**config.mk**
```make
export PLATFORM = sky130hd
export DESIGN_NAME = tcav_ctrl
export DESIGN_NICKNAME = d
export VERILOG_FILES = /design/src/design/tcav_pkg.sv /design/src/design/tcav_ctrl.sv
export SDC_FILE = /design/constraint.sdc
export NUM_CORES = 1
export LEC_CHECK = 0
export BUFFER_PORTS_ARGS = -buffer_cell sky130_fd_sc_hd__buf_2
export CAP_MARGIN = 20
export CELL_PAD_IN_SITES_DETAIL_PLACEMENT = 2
export CELL_PAD_IN_SITES_GLOBAL_PLACEMENT = 2
export CORE_UTILIZATION = 20
export DETAILED_ROUTE_END_ITERATION = 16
export GPL_ROUTABILITY_DRIVEN = 1
export PLACE_DENSITY = 0.78
export SLEW_MARGIN = 20
export SYNTH_ARGS = -nofsm -noshare
export SYNTH_HDL_FRONTEND = slang
export SYNTH_SLANG_ARGS = --single-unit
```
**constraint.sdc**
```tcl
create_clock -name clk -period 1.3 [get_ports clk]
set_input_delay 0.065 -clock clk [delete_from_list [all_inputs] [get_ports clk]]
set_output_delay 0.065 -clock clk [all_outputs]
set_load 0.005 [all_outputs]
```
**src/design/tcav_pkg.sv**
```systemverilog
// Shared types and constants for the tree common ancestor lookup block.
// Used by the RAM-side datapath, the controller and the top level; no dependencies.
package tcav_pkg;

    localparam int MAX_NODES  = 1024;
    localparam int NODE_DEPTH = MAX_NODES + 1;
    localparam int NODE_W     = 11;
    localparam int TIP_W      = 10;
    localparam int SLOT_W     = 10;
    localparam int VALUE_W    = 64;
    localparam int CFG_IDX_W  = 1;
    localparam int CFG_DATA_W = 11;

    typedef enum logic [1:0] {
        OP_LINK  = 2'd0,
        OP_VALUE = 2'd1,
        OP_QUERY = 2'd2
    } op_t;

    typedef enum logic [1:0] {
        ST_OK    = 2'd0,
        ST_NONE  = 2'd1,
        ST_TIP   = 2'd2,
        ST_RANGE = 2'd3
    } st_t;

    typedef enum logic [CFG_IDX_W-1:0] {
        CFG_TIP_COUNT   = 1'd0,
        CFG_VALUE_COUNT = 1'd1
    } cfg_idx_t;

    typedef struct packed {
        op_t                opcode;
        logic [NODE_W-1:0]  link_child;
        logic [NODE_W-1:0]  link_parent;
        logic [SLOT_W-1:0]  value_slot;
        logic [VALUE_W-1:0] value_word;
        logic [TIP_W-1:0]   first_tip;
        logic [TIP_W-1:0]   second_tip;
    } tcav_in_t;

    typedef struct packed {
        st_t                status;
        logic [NODE_W-1:0]  ancestor_node;
        logic [VALUE_W-1:0] node_value;
    } tcav_out_t;

    // One datapath action per cycle, chosen by the controller
    typedef enum logic [2:0] {
        DP_NOP    = 3'd0,
        DP_CLEAR  = 3'd1,
        DP_LOAD   = 3'd2,
        DP_START  = 3'd3,
        DP_MARK   = 3'd4,
        DP_SEEK   = 3'd5,
        DP_SEARCH = 3'd6,
        DP_EVAL   = 3'd7
    } dp_cmd_t;

    typedef struct packed {
        dp_cmd_t cmd;
        logic    unmark;
    } dp_ctl_t;

    typedef struct packed {
        logic entry_mark;
        logic parent_zero;
        logic step_last;
        logic clear_last;
    } dp_status_t;

endpackage

```
**src/design/tcav_ctrl.sv**
```systemverilog
// Controller: sequences table clearing, loads and the mark/search/unmark walks.
// Depends on tcav_pkg.
module tcav_ctrl
    import tcav_pkg::*;
(
    input  logic       clk,
    input  logic       rst_n,
    input  logic       start,
    input  op_t        opcode,
    input  dp_status_t stat,
    output dp_ctl_t    ctl,
    output logic       busy,
    output logic       done
);

    typedef enum logic [2:0] {
        S_CLEAR,
        S_IDLE,
        S_MARK,
        S_SEEK,
        S_SEARCH,
        S_EVAL,
        S_UNMARK
    } state_t;

    state_t state_reg, state_next;
    logic   busy_reg;
    logic   done_reg, done_next;

    always_comb
    begin
        state_next = state_reg;
        done_next  = 1'b0;
        ctl.cmd    = DP_NOP;
        ctl.unmark = 1'b0;
        case (state_reg)
            S_CLEAR:
            begin
                ctl.cmd = DP_CLEAR;
                if (stat.clear_last)
                begin
                    state_next = S_IDLE;
                end
            end
            S_IDLE:
            begin
                if (start)
                begin
                    if (opcode == OP_QUERY)
                    begin
                        ctl.cmd    = DP_START;
                        state_next = S_MARK;
                    end
                    else
                    begin
                        ctl.cmd = DP_LOAD;
                    end
                end
            end
            S_MARK:
            begin
                ctl.cmd = DP_MARK;
                if (stat.entry_mark || stat.parent_zero)
                begin
                    state_next = S_SEEK;
                end
            end
            S_SEEK:
            begin
                ctl.cmd    = DP_SEEK;
                state_next = S_SEARCH;
            end
            S_SEARCH:
            begin
                ctl.cmd = DP_SEARCH;
                if (stat.entry_mark || stat.step_last || stat.parent_zero)
                begin
                    state_next = S_EVAL;
                end
            end
            S_EVAL:
            begin
                ctl.cmd    = DP_EVAL;
                done_next  = 1'b1;
                state_next = S_UNMARK;
            end
            S_UNMARK:
            begin
                ctl.unmark = 1'b1;
                // drop out at the chain end or at the node where marking stopped
                if (!stat.entry_mark || stat.parent_zero)
                begin
                    state_next = S_IDLE;
                end
            end
            default:
            begin
                state_next = S_IDLE;
            end
        endcase
    end

    always_ff @(posedge clk or negedge rst_n)
    begin
        if (!rst_n)
        begin
            state_reg <= S_CLEAR;
            busy_reg  <= 1'b1;
            done_reg  <= 1'b0;
        end
        else
        begin
            state_reg <= state_next;
            busy_reg  <= (state_next != S_IDLE);
            done_reg  <= done_next;
        end
    end

    assign busy = busy_reg;
    assign done = done_reg;

endmodule

```
==> impl_metrics.py, run 1 <==
metrics = {
    "timing": {
        "fmaxAchievable_mhz": 754,
        "fin_worst_skew_ns": 0.00788,
        "period_needed_ns": 1.33,
        "finalSetupViolCount": 3,
        "worstMarginPinSlew_ns": 0.352,
        "rsz0062_at_grt": "true",
        "drv_slew": 0,
        "setup-tns-final_ns": -0.0635,
        "period_share_pct": 102,
        "hold_violations": 0,
        "slew_headroom_pct": 76.2,
        "worst_slack_ns": -0.0269,
    },
    "route": {
        "drt_iter0_drc": 0,
        "wl_met3_um": 67,
        "ant_nets": 0,
        "wl_per_cell_um": 13.5,
        "top_layer_used": "met4",
        "drc": 0,
        "met2_length_um": 462,
        "routed_wl_um": 973,
        "via_per_inst": 4.72,
        "vias": 340,
        "wl_met1_um": 409,
        "drtPass1Iterations": 1,
    },
    "floorplan": {
        "io_pins": 15,
        "start_util_pct": 22.6,
        "dieWidth_um": 41.3,
        "die_area_mm2": 0.00171,
        "core_area_mm2": 0.00137,
        "rows": 13,
        "fp.dieH_um": 41.3,
    },
    "placed_design": {
        "place_hpwl_um": 666,
        "dp.cells": 64,
        "gp_congestion": 0.705,
        "place_area_um2": 410,
        "port_buffers": 14,
        "dp_slack_ns": 0.0412,
    },
    "critical_path": {
        "critical-path-top-delay-family": "flip-flops",
        "timing.rr.end": "busy",
        "cp.depth": 4,
        "path_cells": "buf_6 > and2b_4 > and2_1 > buf_2",
        "endpoint": "ctl[0]",
        "worst_path_max_delay_cell": "dfrtp_1",
        "r2r-start": "state_reg[0]",
        "critical_path_buf_inv_count": 2,
        "rr_worst_depth": 5,
        "crit_path_start_kind": "flip-flop",
        "critPathArrivalTime_ns": 1.26,
        "worstPathRequired_ns": 1.24,
        "cp_slowest_stage_delay_ns": 0.41,
        "crit_start": "state_reg[0]",
        "crit_type": "reg2out",
        "reg2reg_slack_ns": -0.02,
        "crit_fanout": 4,
        "worstSetupEndpointType": "output port",
    },
    "global_routing": {
        "grt_pass1_vias": 348,
        "grt_start_max_net_pins": 11,
        "grt_overflow": 0,
        "grt_pass1_wl_um": 1500,
        "grt_use_total_pct": 14.9,
        "antenna_found_initial": 0,
    },
    "clock_network": {
        "worstSkewPairLatency_ns": 0.26,
        "cts_tree": "built",
        "numCtsBuffers": 3,
        "cts.sinks": 5,
        "clk_pin_slew_worst_paths_ns": 0.05,
        "h-tree-depth": 1,
        "cts.path.max_buffers": 2,
        "root_buffer": "clkbuf_4",
    },
    "power": {
        "vdd_drop_max_mv": 0.804,
        "power_density_mw_per_mm2": 2490,
        "leakage_nw": 0.240,
    },
    "synthesis": {
        "synth_seq_cells": 5,
        "ys_warn_count": 0,
        "synth_flop_cell": "dfrtp_1",
        "synthesis.nets": 43,
        "syn_inst": 34,
        "yosysSeqAreaShare_pct": 40.9,
        "synth_area_um2": 309,
        "syn_area_per_cell_um2": 9.09,
        "synth-async-reset-ratio_pct": 100,
        "yosysTopAreaCell": "dfrtp_1",
        "synth.area.top_cells": "dfrtp_1 (32%), dfstp_2 (8.5%), a31oi_1 (4.0%)",
        "synth_edf_count": 0,
        "synth_most_common_cell": "dfrtp_1",
        "ys_types": 24,
        "synth.top_cell.area_share_pct": 32.4,
    },
    "cells_and_area": {
        "insertedDiodeCount": 0,
        "final_cells": 72,
        "fill_cells": 172,
        "finalNetCount": 67,
        "drive_gt1_share_pct": 54.4,
        "area_delta_synth_final_pct": 61.1,
        "postLayoutCellArea_um2": 498,
        "largest_reg_flops": 3,
    },
    "run": {
        "max_cap_violations": 0,
    },
    "hold_path": {
        "hold_class": "in2async",
    },
    "status": {
        "status": "finished, violations left",
        "violations": "negative setup slack",
    },
}
worst reg2reg max path: stages (launching register included):
cell     delay [ns]
dfrtp_1        0.41
buf_6          0.14
buf_4          0.13
nor4b_1        0.36
a31oi_2        0.07
and2_1         0.15
placed cells by master, fill, tap and decap left out:
master	n
o211ai_1	1
xor2_1	1
dfrtp_2	1
o22a_1	1
buf_6	2
a31oi_1	1
nor4b_1	1
or3b_1	1
and2b_4	1
dfrtp_1	3
dlygate4sd3_1	1
nor2b_1	1
nor3_1	1
nand2_1	1
o21ai_2	1
o21ai_0	1
dfstp_2	1
a31oi_2	1
buf_2	14
a21oi_1	2
nor2_1	2
o21ai_1	1
inv_2	1
buf_4	4
clkbuf_1	1
nor2b_4	1
or3_1	1
clkbuf_4	3
o31ai_2	1
nand2b_1	2
and3b_1	1
and2_1	2
how the worst min path moves through the flow:
stage	slack [ns]	cells past startpoint	startpoint	endpoint
2_1_floorplan	-0.23	0	rst_n	done
5_1_grt	0.16	2	rst_n	done
3_3_place_gp	-0.12	1	rst_n	done
4_1_cts	0.15	2	rst_n	done
3_5_place_dp	-0.12	1	rst_n	done
6_report	0.14	2	rst_n	done
layer usage:
metal  up-vias  global-route usage, %
met2        14                   23.8
met4         0                   12.1
li1        166                      -
met5         -                      0
met1       155                   14.9
met3         5                   6.38
stage by stage:
step / total power (W) / hold slack, ns / utilization [%]
2_1_floorplan: 0.000645 / -0.231 / -
3_3_place_gp: 0.000878 / -0.118 / 30.0
3_5_place_dp: 0.000895 / -0.117 / 30.0
4_1_cts: 0.00117 / 0.145 / 34.2
5_1_grt: 0.00136 / 0.163 / 36.4
6_report: 0.00124 / 0.142 / 36.4
where the power goes:
part	switching, W	total (W)	internal [W]
clock	0.0000795	0.000197	0.000117
sequential	0.0000511	0.000296	0.000245
combinational	0.000341	0.000749	0.000408
cells by family after synthesis:
logic type	after synthesis	synth area share, %
flops	5	40.9
xor+xnor	1	2.83
buf+inv	3	4.45
compound gates	10	19.8
simple gates	15	32.0
layout make-up:
cell class                 count  area, um^2  share of cell area, %
inverter                       1        3.75                  0.754
tap                           15        18.8                   3.77
clock buffer                   4        26.3                   5.28
timing repair buffer          21         133                   26.6
multi-input combinational     26         189                   37.9
sequential                     5         128                   25.6
what timing repair did:
action	CTS	global route
hold buffers	1	0
gates resized for setup	4	3
setup endpoints to repair	2	5
hold endpoints to repair	5	0
pin swaps	2	0
buffers inserted	1	2
Note: power is estimated with default switching activity, not from simulation.
==> inputs of run 2 (changes only) <==
==> constraint.sdc (replaced) <==
create_clock -name clk -period 1.3 [get_ports clk]
set_input_delay 0.13 -clock clk [delete_from_list [all_inputs] [get_ports clk]]
set_output_delay 0.13 -clock clk [all_outputs]
set_load 0.005 [all_outputs]
==> run 2 against run 1 <==
The run still ends with negative setup slack left. Routed wire length grew 16%. Core utilization grew 4.4 points. Clock power shrank 4%. Non-clock buffer count grew 4. Final area grew 12%.
==> impl_metrics.py, run 2 (same netlist as run 1, synthesis figures left out) <==
metrics = {
    "route": {
        "ant_nets": 0,
        "drtPass1Iterations": 2,
        "wl_per_cell_um": 14.9,
        "drc": 0,
        "via_per_inst": 4.67,
        "drt_iter0_drc": 1,
        "routed_wl_um": 1130,
        "vias": 355,
    },
    "timing": {
        "rsz0062_at_grt": "true",
        "hold_violations": 0,
        "whs_ns": 0.239,
        "period_share_pct": 107,
        "finalSetupViolCount": 6,
        "drv_slew": 0,
        "slew_headroom_pct": 75.8,
        "worst_slack_ns": -0.0881,
        "period_needed_ns": 1.39,
        "fin_worst_skew_ns": 0.00155,
        "worstMarginPinSlew_ns": 0.362,
        "fmaxAchievable_mhz": 720,
    },
    "placed_design": {
        "port_buffers": 14,
        "place_area_um2": 418,
        "place_hpwl_um": 742,
        "gp_congestion": 0.675,
        "dp_slack_ns": 0.0450,
    },
    "global_routing": {
        "antenna_found_initial": 0,
        "grt_pass1_wl_um": 1660,
        "grt_use_total_pct": 15.7,
        "grt_start_max_net_pins": 8,
        "grt_pass1_vias": 366,
        "grt_overflow": 0,
    },
    "hold_path": {
        "hold_class": "in2async",
    },
    "cells_and_area": {
        "area_delta_synth_final_pct": 80.6,
        "drive_gt1_share_pct": 60.7,
        "postLayoutCellArea_um2": 558,
        "largest_reg_flops": 3,
        "finalNetCount": 71,
        "utilization_pct": 40.8,
        "insertedDiodeCount": 0,
        "layout_common_cells": "buf_2 (14), buf_4 (7), clkbuf_4 (3), dfrtp_1 (3), buf_6 (3)",
        "layout_commonest_cell": "buf_2",
    },
    "critical_path": {
        "worstPathRequired_ns": 1.17,
        "crit_type": "reg2out",
        "crit_path_start_kind": "flip-flop",
        "critPathArrivalTime_ns": 1.26,
        "rr_worst_depth": 4,
        "crit_fanout": 3,
        "worstSetupEndpointType": "output port",
    },
    "status": {
        "violations": "negative setup slack",
        "status": "finished, violations left",
    },
    "clock_network": {
        "clk_pin_slew_worst_paths_ns": 0.05,
        "root_buffer": "clkbuf_4",
        "cts_tree": "built",
        "h-tree-depth": 1,
        "cts.sinks": 5,
        "cts.path.max_buffers": 2,
        "numCtsBuffers": 3,
        "worstSkewPairLatency_ns": 0.25,
    },
    "floorplan": {
        "rows": 13,
        "fp.dieH_um": 41.3,
        "dieWidth_um": 41.3,
        "core_area_mm2": 0.00137,
        "die_area_mm2": 0.00171,
        "start_util_pct": 22.6,
        "io_pins": 15,
    },
    "power": {
        "power_density_mw_per_mm2": 2570,
        "vdd_drop_max_mv": 0.861,
        "leakage_nw": 0.267,
    },
    "run": {
        "max_cap_violations": 0,
    },
}
==> run 2: report_power, final <==
group | total [W] | switching [W] | internal [W]
Combinational | 0.000930 | 0.000415 | 0.000515
Clock | 0.000190 | 0.0000737 | 0.000117
Sequential | 0.000314 | 0.0000690 | 0.000245
==> run 2: worst paths after layout <==
check / startpoint / endpoint / slack (ns)
min in group clk: stat[2] / state_reg[1] / 0.25
hold / removal: rst_n / state_reg[2] / 0.24
hold reg to reg: state_reg[0] / state_reg[0] / 0.62
setup / recovery: state_reg[1] / ctl[1] / -0.09
setup reg to reg: state_reg[1] / busy / -0.04
max in group asynchronous: rst_n / busy / 0.85
==> run 2: layer usage <==
layer / share of wire [%] / global-route usage, %
met5: 0 / 0
met2: 53 / 29.7
met4: 2.0 / 4.84
met1: 40 / 17.3
met3: 5.1 / 3.19
==> run 2: cell type report <==
class | count | area, um^2
clock buffers | 4 | 26.3
fillers | 159 | 808
inverters | 1 | 3.75
multi-input cells | 26 | 215
flip-flops and latches | 5 | 128
well taps | 15 | 18.8
repair buffers | 25 | 166
==> run 2: metrics by stage <==
step	cells	TNS (ns)	power, W
CTS	74	-0.235	0.00131
global route	76	-0.521	0.00155
detailed placement	65	0	0.000922
floorplan	34	0	0.000645
global placement	65	0	0.000889
finish	76	-0.230	0.00144
==> run 2: repair_timing <==
item / in CTS / in global routing
hold buffers: 1 / 0
endpoints found under the hold margin: 5 / 0
setup endpoints to repair: 2 / 6
gates resized for setup: 8 / 4
buffers inserted: 4 / 2
pin swaps: 2 / 2
==> run 2: critical path: stages, from the launching register on <==
cell and delay, ns:
dfrtp_1 0.39, buf_6 0.13, and2b_4 0.17, o31ai_4 0.17, buf_2 0.14
